File: src/sv/mr16_pkg.sv
`timescale 1ns / 1ps

package mr16_pkg;

    localparam int DATA_WORDS = 256;
    localparam int DMEM_AW    = $clog2(DATA_WORDS);
    localparam int RF_DEPTH   = 8;
    localparam int RF_AW      = $clog2(RF_DEPTH);

    localparam logic [31:0] ADDR_LIMIT = 32'(DATA_WORDS);
    localparam logic [8:0]  LOAD_LIMIT = 9'(DATA_WORDS);

    localparam logic CMD_EXEC = 1'b0;
    localparam logic CMD_LOAD = 1'b1;

    localparam logic [3:0] OP_RTYPE = 4'd0;
    localparam logic [3:0] OP_J     = 4'd2;
    localparam logic [3:0] OP_ADDI  = 4'd4;
    localparam logic [3:0] OP_BEQ   = 4'd8;
    localparam logic [3:0] OP_LW    = 4'd11;
    localparam logic [3:0] OP_SW    = 4'd15;

    localparam logic [2:0] FUNCT_ADD = 3'd0;
    localparam logic [2:0] FUNCT_SUB = 3'd2;
    localparam logic [2:0] FUNCT_AND = 3'd4;
    localparam logic [2:0] FUNCT_OR  = 3'd5;

    localparam logic [1:0] STATUS_OK         = 2'd0;
    localparam logic [1:0] STATUS_BAD_FUNCT  = 2'd1;
    localparam logic [1:0] STATUS_BAD_ADDR   = 2'd2;
    localparam logic [1:0] STATUS_BAD_OPCODE = 2'd3;

    // Result of one request; rval is the write value, a load fills it in M
    typedef struct packed {
        logic             rw;
        logic [RF_AW-1:0] ridx;
        logic [31:0]      rval;
        logic             is_load;
        logic             mw;
        logic [7:0]       maddr;
        logic [31:0]      alu;
        logic             zf;
        logic             br;
        logic             jt;
        logic [7:0]       jtarget;
        logic [1:0]       status;
    } ex_t;

    typedef struct packed {
        logic               we;
        logic               re;
        logic [DMEM_AW-1:0] addr;
        logic [31:0]        wdata;
    } dreq_t;

endpackage

File: src/sv/mr16_regfile.sv
`timescale 1ns / 1ps

module mr16_regfile
    import mr16_pkg::*;
(
    input  logic             clk,
    input  logic             rst_n,
    input  logic             rd_en,
    input  logic [RF_AW-1:0] rd_addr_a,
    input  logic [RF_AW-1:0] rd_addr_b,
    input  logic             wr_en,
    input  logic [RF_AW-1:0] wr_addr,
    input  logic [31:0]      wr_data,
    output logic [31:0]      a_data,
    output logic [31:0]      b_data
);

    logic [31:0]         rf_mem [RF_DEPTH];
    logic [RF_DEPTH-1:0] vld_reg;
    logic [31:0]         a_reg;
    logic [31:0]         b_reg;
    logic [31:0]         a_next;
    logic [31:0]         b_next;

    // write-through: a read on the same edge as a write sees the new value
    always_comb
    begin
        a_next = vld_reg[rd_addr_a] ? rf_mem[rd_addr_a] : '0;
        b_next = vld_reg[rd_addr_b] ? rf_mem[rd_addr_b] : '0;
        if (wr_en && (wr_addr == rd_addr_a))
        begin
            a_next = wr_data;
        end
        if (wr_en && (wr_addr == rd_addr_b))
        begin
            b_next = wr_data;
        end
    end

    always_ff @(posedge clk)
    begin
        if (wr_en)
        begin
            rf_mem[wr_addr] <= wr_data;
        end
        if (rd_en)
        begin
            a_reg <= a_next;
            b_reg <= b_next;
        end
    end

    always_ff @(posedge clk or negedge rst_n)
    begin
        if (!rst_n)
        begin
            vld_reg <= '0;
        end
        else if (wr_en)
        begin
            vld_reg[wr_addr] <= 1'b1;
        end
    end

    assign a_data = a_reg;
    assign b_data = b_reg;

endmodule

File: config.mk
export PLATFORM = sky130hd
export DESIGN_NAME = mr16_regfile
export DESIGN_NICKNAME = d
export VERILOG_FILES = /design/src/sv/mr16_pkg.sv /design/src/sv/mr16_regfile.sv
export SDC_FILE = /design/constraint.sdc
export NUM_CORES = 1
export LEC_CHECK = 0
export BUFFER_PORTS_ARGS = -buffer_cell sky130_fd_sc_hd__buf_2
export CORE_MARGIN = 1
export CORE_UTILIZATION = 50
export CTS_CLUSTER_DIAMETER = 50
export DETAILED_ROUTE_END_ITERATION = 10
export PLACE_DENSITY = 0.68
export SETUP_SLACK_MARGIN = 0.4
export SLEW_MARGIN = 20
export SYNTH_ARGS = -nofsm -noshare
export SYNTH_HDL_FRONTEND = slang
export SYNTH_SLANG_ARGS = --single-unit
export TNS_END_PERCENT = 20
File: constraint.sdc
create_clock -name clk -period 2.8 [get_ports clk]
set_input_delay 0 -clock clk [delete_from_list [all_inputs] [get_ports clk]]
set_output_delay 0 -clock clk [all_outputs]
set_load 0.01 [all_outputs]
==> results.cfg <==
[timing]
worstMarginPinSlew_ns = 1.04
setup_viol = 0
finalClockSkew_ns = 0.0131
setup_tns_ns = 0
final-max-slew-violation-count = 0
finalCriticalPeriod_ns = 2.06
min_period_over_period = 0.735
relSlewSlack = 0.310
rsz0062_at_grt = false
clock.fmax_mhz = 486
finalHoldViolCount = 0

[critical_path]
worst_r2r_endpoint = b_data[20]$_DFFE_PP_
worstPathRequired_ns = 3.03
cp-startpoint = vld_reg[6]$_DFFE_PN0P_
start_kind = flip-flop
setup.worst_path.end_class = flip-flop
rr_worst_depth = 4
crit_type = flip-flop to flip-flop
cp_max_fo = 32
r2r_setup_slack_ns = 0.74
worst_ep_arrival_time_ns = 2.28
worstReg2RegStart = vld_reg[6]$_DFFE_PN0P_
worstSetupEndpoint = b_data[20]$_DFFE_PP_

[cells_and_area]
largest_reg_flops = 256
diodes = 0
final_nets = 937
area_growth_pct = 17.0
regMostFlops = rf_mem
final_util = 0.593
drive_gt1_frac = 0.350

[logic_synthesis]
synthArstFlopShare = 0.0244
synth_most_common_cell = edfxtp_1
synth_area_leaders = edfxtp_1 (66%), mux4_2 (20%), mux2i_1 (4.4%)
yosysWarnings = 0
synthTopCellsByCount = edfxtp_1 (320), mux4_2 (129), nand2_1 (66), mux2i_1 (64), o21ai_1 (64)
synth-edff-count = 320
syn-num-nets = 790
synthesis.area_um2 = 14500
synth_seq_cells = 328
syn_avg_cell_area_um2 = 19.5
syn_inst = 745
yosysTopAreaCellShare = 0.662
ys_seq_area_frac = 0.675
synth_ff_type = edfxtp_1
yosysTopAreaCell = edfxtp_1
synth_cell_types = 23

[route]
vias_per_cell = 6.09
first_iter_violations = 730
ant_nets = 0
wire_per_inst_um = 26.3
drcViolationCount = 0
wl_um = 34200
first_pass_iters = 4
vias = 7923

[clocking]
cts.path.max_buffers = 3
numCtsBuffers = 37
clock_sinks = 328
cts_root_buf = clkbuf_16
post_cts_buffers = 0
cts.clk_slew.worst_paths_ns = 0.06
clk_latency_ns = 0.51
cts_hold_buf = 34
h-tree-depth = 2
cts_tree = yes
ctsResizeCount = 0

[floorplan]
fp.dieW_um = 172
io_pins = 109
placementRows = 62
core-area_um2 = 28600
die-area_um2 = 29700
die_h_um = 172
initial_utilization = 0.507

[power_and_ir_drop]
leakagePower_nw = 5.71
p_per_area_nw_per_um2 = 677
peakVddDrop_mv = 0.349

[placed_design]
port_buffers = 108
dpl.hpwl_um = 17700
place.gp.congestion = 0.731

[status]
status = complete, no violations

[global_routing]
grtUsageTotal = 0.241
grt_max_degree = 65
grt_pass1_wl_um = 51200
grt_antenna_before_repair = 0
grt_pass1_vias = 8631
grt-ovfl-total = 0

[worst_hold_path]
hp-class = primary input to flip-flop

[flow_run]
maxCapViolCount = 0
-- how the worst min path moves through the flow --
stage | start | end | slack, ns | cells past startpoint
final | rd_addr_b[0] | b_data[31]$_DFFE_PP_ | 0.21 | 4
after global routing | wr_addr[2] | rf_mem[4][2]$_DFFE_PP_ | 0.23 | 3
after CTS | rd_addr_b[0] | b_data[31]$_DFFE_PP_ | 0.19 | 4
after detailed placement | rst_n | vld_reg[0]$_DFFE_PN0P_ | -0.15 | 1
after global placement | rst_n | vld_reg[1]$_DFFE_PN0P_ | -0.16 | 1
after floorplan | rst_n | vld_reg[0]$_DFFE_PN0P_ | -0.30 | 0
-- logic make-up after synthesis --
logic type / after synthesis / synth area share
AOI/OAI and AO/OA: 66 / 0.0233
xor gates and xnor gates: 6 / 0.00362
buffers and inverters: 54 / 0.0204
DFF: 328 / 0.675
muxes: 196 / 0.247
and+or+nand+nor: 95 / 0.0299
-- critical path: stages (launching register included) --
cell     delay, ns
dfrtp_1       0.40
mux4_1        0.54
nor2b_1       0.14
or4_4         0.51
o21ai_1       0.18
-- metrics by stage --
stage | cells | hold slack, ns | instance area (µm²) | setup slack [ns] | total power [mW]
2_1_floorplan | 745 | -0.296 | 14500 | -0.0892 | 6.55
3_3_place_gp | 1203 | -0.161 | 15500 | 0.645 | 6.93
3_5_place_dp | 1203 | -0.151 | 15500 | 0.591 | 6.98
4_1_cts | 1302 | 0.194 | 17000 | 0.759 | 11.6
5_1_grt | 1302 | 0.231 | 17000 | 0.701 | 11.9
6_report | 1302 | 0.211 | 17000 | 0.743 | 11.5
-- cell usage in the layout (no fill, tap or decap), types with 3 or more instances in the layout --
cell           instances
dlygate4sd3_1         34
buf_2                103
or2_1                  8
clkinv_1               6
dfrtp_1                8
bufinv_16              3
buf_12                 3
clkbuf_16             37
nor2_4                 6
mux2i_1               64
clkbuf_1               7
inv_6                  4
nor2b_1                4
clkinv_2               7
mux4_2               129
edfxtp_1             320
buf_4                 22
nand2_1               66
xnor2_1                6
nand2b_1               3
o21ai_1               64
-- routing by layer --
layer / global-route usage / share of wire
met5: 0 / 0
met4: 0.0820 / 0.024
met3: 0.0378 / 0.064
met2: 0.414 / 0.52
met1: 0.314 / 0.39
-- where the power goes --
group          internal [mW]  switching (mW)
Clock                   2.71            1.88
Combinational          0.498           0.618
Sequential              5.70          0.0971
-- final cells by class --
type,instances,area (µm²)
timing repair buffer,162,1080
tap,384,480
clock inverter,21,190
fill,2052,11600
sequential,328,9810
clock buffer,44,952
multi-input combinational,363,4470
(Power assumes the default switching activity.)
