<file path="src/sv/mr16_pkg.sv">
`timescale 1ns / 1ps

package mr16_pkg;

    localparam int DATA_WORDS = 256;
    localparam int DMEM_AW    = $clog2(DATA_WORDS);
    localparam int RF_DEPTH   = 8;
    localparam int RF_AW      = $clog2(RF_DEPTH);

    localparam logic [31:0] ADDR_LIMIT = 32'(DATA_WORDS);
    localparam logic [8:0]  LOAD_LIMIT = 9'(DATA_WORDS);

    localparam logic CMD_EXEC = 1'b0;
    localparam logic CMD_LOAD = 1'b1;

    localparam logic [3:0] OP_RTYPE = 4'd0;
    localparam logic [3:0] OP_J     = 4'd2;
    localparam logic [3:0] OP_ADDI  = 4'd4;
    localparam logic [3:0] OP_BEQ   = 4'd8;
    localparam logic [3:0] OP_LW    = 4'd11;
    localparam logic [3:0] OP_SW    = 4'd15;

    localparam logic [2:0] FUNCT_ADD = 3'd0;
    localparam logic [2:0] FUNCT_SUB = 3'd2;
    localparam logic [2:0] FUNCT_AND = 3'd4;
    localparam logic [2:0] FUNCT_OR  = 3'd5;

    localparam logic [1:0] STATUS_OK         = 2'd0;
    localparam logic [1:0] STATUS_BAD_FUNCT  = 2'd1;
    localparam logic [1:0] STATUS_BAD_ADDR   = 2'd2;
    localparam logic [1:0] STATUS_BAD_OPCODE = 2'd3;

    // Result of one request; rval is the write value, a load fills it in M
    typedef struct packed {
        logic             rw;
        logic [RF_AW-1:0] ridx;
        logic [31:0]      rval;
        logic             is_load;
        logic             mw;
        logic [7:0]       maddr;
        logic [31:0]      alu;
        logic             zf;
        logic             br;
        logic             jt;
        logic [7:0]       jtarget;
        logic [1:0]       status;
    } ex_t;

    typedef struct packed {
        logic               we;
        logic               re;
        logic [DMEM_AW-1:0] addr;
        logic [31:0]        wdata;
    } dreq_t;

endpackage

</file>
<file path="src/sv/mr16_exec.sv">
`timescale 1ns / 1ps

module mr16_exec
    import mr16_pkg::*;
(
    input  logic        cmd,
    input  logic [15:0] iw,
    input  logic [7:0]  la,
    input  logic [31:0] lv,
    input  logic [31:0] a,
    input  logic [31:0] b,
    output ex_t         ex,
    output dreq_t       dreq
);

    logic [3:0]       opcode;
    logic [RF_AW-1:0] rt;
    logic [RF_AW-1:0] rd;
    logic [2:0]       funct;
    logic [31:0]      imm;
    logic [31:0]      sum_imm;
    logic             addr_ok;

    assign opcode  = iw[15:12];
    assign rt      = iw[8:6];
    assign rd      = iw[5:3];
    assign funct   = iw[2:0];
    assign imm     = {{26{iw[5]}}, iw[5:0]};
    assign sum_imm = a + imm;
    assign addr_ok = sum_imm < ADDR_LIMIT;

    always_comb
    begin
        ex         = '0;
        dreq       = '0;
        dreq.wdata = b;
        if (cmd == CMD_LOAD)
        begin
            ex.maddr   = la;
            dreq.addr  = la[DMEM_AW-1:0];
            dreq.wdata = lv;
            if ({1'b0, la} < LOAD_LIMIT)
            begin
                dreq.we = 1'b1;
            end
            else
            begin
                ex.status = STATUS_BAD_ADDR;
            end
        end
        else
        begin
            unique case (opcode)
                OP_RTYPE:
                begin
                    ex.ridx = rd;
                    case (funct)
                        FUNCT_ADD: ex.alu = a + b;
                        FUNCT_SUB: ex.alu = a - b;
                        FUNCT_AND: ex.alu = a & b;
                        FUNCT_OR:  ex.alu = a | b;
                        default:   ex.status = STATUS_BAD_FUNCT;
                    endcase
                    ex.zf = (ex.alu == '0);
                    if (ex.status == STATUS_OK)
                    begin
                        ex.rw   = 1'b1;
                        ex.rval = ex.alu;
                    end
                end
                OP_J:
                begin
                    ex.jt      = 1'b1;
                    ex.jtarget = iw[7:0];
                end
                OP_ADDI:
                begin
                    ex.ridx = rt;
                    ex.alu  = sum_imm;
                    ex.zf   = (sum_imm == '0);
                    ex.rw   = 1'b1;
                    ex.rval = sum_imm;
                end
                OP_BEQ:
                begin
                    ex.ridx = rt;
                    ex.alu  = a - b;
                    ex.zf   = (ex.alu == '0);
                    ex.br   = ex.zf;
                end
                OP_LW, OP_SW:
                begin
                    ex.ridx   = rt;
                    ex.alu    = sum_imm;
                    ex.zf     = (sum_imm == '0);
                    ex.maddr  = sum_imm[7:0];
                    dreq.addr = sum_imm[DMEM_AW-1:0];
                    if (!addr_ok)
                    begin
                        ex.status = STATUS_BAD_ADDR;
                    end
                    else if (opcode == OP_LW)
                    begin
                        ex.rw      = 1'b1;
                        ex.is_load = 1'b1;
                        dreq.re    = 1'b1;
                    end
                    else
                    begin
                        ex.mw   = 1'b1;
                        dreq.we = 1'b1;
                    end
                end
                default:
                begin
                    ex.status = STATUS_BAD_OPCODE;
                end
            endcase
        end
    end

endmodule

</file>
<file path="config.mk">
export PLATFORM = sky130hd
export DESIGN_NAME = mr16_exec
export DESIGN_NICKNAME = d
export VERILOG_FILES = /design/src/sv/mr16_pkg.sv /design/src/sv/mr16_exec.sv
export SDC_FILE = /design/constraint.sdc
export NUM_CORES = 1
export LEC_CHECK = 0
export ABC_AREA = 1
export BUFFER_PORTS_ARGS = -buffer_cell sky130_fd_sc_hd__clkbuf_2
export CAP_MARGIN = 15
export CORE_AREA = 2 2 238 146
export DETAILED_ROUTE_END_ITERATION = 7
export DIE_AREA = 0 0 240 148
export PLACE_DENSITY = 0.54
export RECOVER_POWER = 100
export SLEW_MARGIN = 20
export SYNTH_ARGS = -nofsm -noshare
export SYNTH_HDL_FRONTEND = slang
export SYNTH_SLANG_ARGS = --single-unit
</file>
<file path="constraint.sdc">
create_clock -name vclk -period 5
set_input_delay 0.5 -clock vclk [all_inputs]
set_output_delay 0.5 -clock vclk [all_outputs]
set_load 0.005 [all_outputs]
</file>
==> metrics.cfg <==
[floorplanning]
die_h_um = 148
ios = 254
rows = 52
die_w_um = 240
core_um2 = 33300
dieArea_um2 = 35500
start_util_pct = 33.6

[global_route]
overflow = 0
grt_pass1_wl_mm = 81.8
grt_usage_pct = 30.5
antenna_found_initial = 0
grt_max_degree = 78
grt_pass1_vias = 13500

[pwr]
power.share.combinational_pct = 100.0
p_sw_share_pct = 71.1
p_switching_mw = 1.04
p_clk_share_pct = 0
powerDensity_nw_per_um2 = 116
power.share.sequential_pct = 0
ir_worst_vdd_uv = 62.8
power.internal_mw = 0.423
p_leak_nw = 7.83

[flow_run]
cap_viol_max_count = 1

[layout]
nNetsFinal = 2791
multi_input_area_um2 = 9000
drive_above_1_share_pct = 10.6
fin_util_pct = 38.0
nClkBuffers = 0
register_area_um2 = 0
fin_cells = 2988
n_fill_cell = 3955
areaGrowthSynthToFinish_pct = 13.2
n_antenna_cell = 0
seq_cell_count = 0

[sta]
timing.final.crit_period_ns = 4.58
worstMarginPinSlew_ns = 1.56
fin_setup_tns_ns = 0
finalSetupViolations = 0
grt_setup_unrepaired = false
fin_crit_sh_pct = 91.5
final-max-slew-violation-count = 78
max_freq_ghz = 0.219
whs_ns = 1.28
max_slew_margin_pct = -3.88
finalHoldViolations = 0
setup_slack_ns = 0.425

[place]
pre_cts_slack_ns = 0.699
dpl.cell_count = 2988
dp_hpwl_mm = 48.2
io_buffers = 251
gp_congestion = 0.996

[min_path]
holdPathEnd = dreq[8]
hp-start = lv[8]
hp-class = primary input to primary output
hold_path_depth = 4

[detailed_routing]
drt-initial-drc-count = 1863
firstDrtPassIters = 8
vias = 15300
drc = 2
via_per_inst = 5.12
routed.top_layer = met4
route.met2.wl_mm = 21.4
routed_wl_mm = 55.9
wl_met3_mm = 7.00
wirelength_met1_mm = 26.1
post_drt_wl_per_cell_um = 18.7
ant_nets = 0

[synth]
yosysTopAreaCellShare_pct = 29.2
syn_inst = 2335
ys_types = 40
syn_nets = 2595
synth.avg_cell_area_um2 = 4.79
yosysMostFrequentCell = nand2_1
synthTopCellsByCount = nand2_1 (871), inv_1 (461), nor2_1 (231)
synthTopCellsByArea = nand2_1 (29%), inv_1 (15%), ha_1 (15%)
synth_area_um2 = 11200
yosysTopAreaCell = nand2_1
synth_warnings = 0
yosysSeqAreaShare_pct = 0

[status]
outcome = finished with violations
violations = design-rule violations, max-capacitance violations, max-slew violations

[critical_path]
crit_slowest_cell = ha_1
required_ns = 4.50
cp_max_fo = 8
path_class = primary input to primary output
start_kind = primary input
crit_path_start = a[2]
cpMostUsedCell = nand2_1
worst_ep_arrival_time_ns = 4.08
cpPeakStageDelay_ns = 0.43
path_cells = clkbuf_1, inv_1, ha_1, inv_1, nand2_1, nand2_1, nand3_1, nand2_2, nand2_1, nand2_1, nand2_1, nand3_1, nand2_1, nand3_1, nand3_1, nor2_1, nand2_1, nor2_1, nand3_1, a21oi_2, clkbuf_2
crit_buf_inv = 4
end_kind = primary output
cp_top_family = simple AND/OR/NAND/NOR gates

[clock_network]
cts_resized = 0
postCtsSetupBuffers = 0
postCtsHoldBufs = 0

[per-layer routing]
metal | vias up | GRT usage (%)
met5 | - | 0
met4 | 0 | 6.18
met3 | 78 | 8.40
met2 | 832 | 43.3
li1 | 7563 | -
met1 | 6830 | 45.1
[area by class of cell]
class | instances | area share (%)
Multi-Input combinational cell | 1794 | 71.0
Inverter | 466 | 13.8
Timing Repair Buffer | 269 | 10.6
Tap cell | 459 | 4.54
[worst max path at each step]
stage / to / slack, ns / cells after the start
final: ex[12] / 0.42 / 21
after floorplan: ex[54] / 1.81 / 18
after global routing: ex[12] / 0.21 / 21
after global placement: ex[54] / 0.69 / 15
after CTS: dreq[40] / 0.67 / 17
after detailed placement: dreq[40] / 0.70 / 17
[cell families (layout without fill, tap and decap cells)]
family                     Yosys count  count (layout)  synth area share [%]
adders and majority gates          139             139                  15.7
buffers and inverters              541             735                  19.2
AOI/OAI and AO/OA                  240             240                  11.7
xor gates and xnor gates            19              19                  1.49
and+or+nand+nor                   1396            1396                  51.8
[worst min-delay path: stages]
cell and delay (ns):
clkbuf_2 0.07, nand2_1 0.04, o21ai_0 0.06, clkbuf_2 0.11
[through the flow]
stage / power [mW] / instance area, um^2
2_1_floorplan: 0.917 / 11200
6_report: 1.47 / 12700
3_5_place_dp: 1.42 / 12800
4_1_cts: 1.43 / 12800
5_1_grt: 1.61 / 12700
3_3_place_gp: 1.41 / 12800
[layout by cell type (no fill, tap or decap), drive strengths merged, types with 2 or more instances in the layout]
master,instances
buf,21
fa,3
o22ai,28
a21oi,106
xnor2,3
nand4,31
nand2,884
a31oi,16
o21bai,7
nand3b,14
nor2,250
a21o,2
clkbuf,248
inv,466
nor3,15
xor2,16
a221oi,2
nand3,188
and2,8
o21ai,76
nor4,2
and3,4
ha,136
[power by group through the flow]
stage	sequential [mW]	clock (mW)	combinational (mW)
final	0	0	1.47
after global routing	0	0	1.61
after CTS	0	0	1.43
after detailed placement	0	0	1.42
after global placement	0	0	1.41
after floorplan	0	0	0.917
Note: power is estimated with default switching activity, not from simulation.
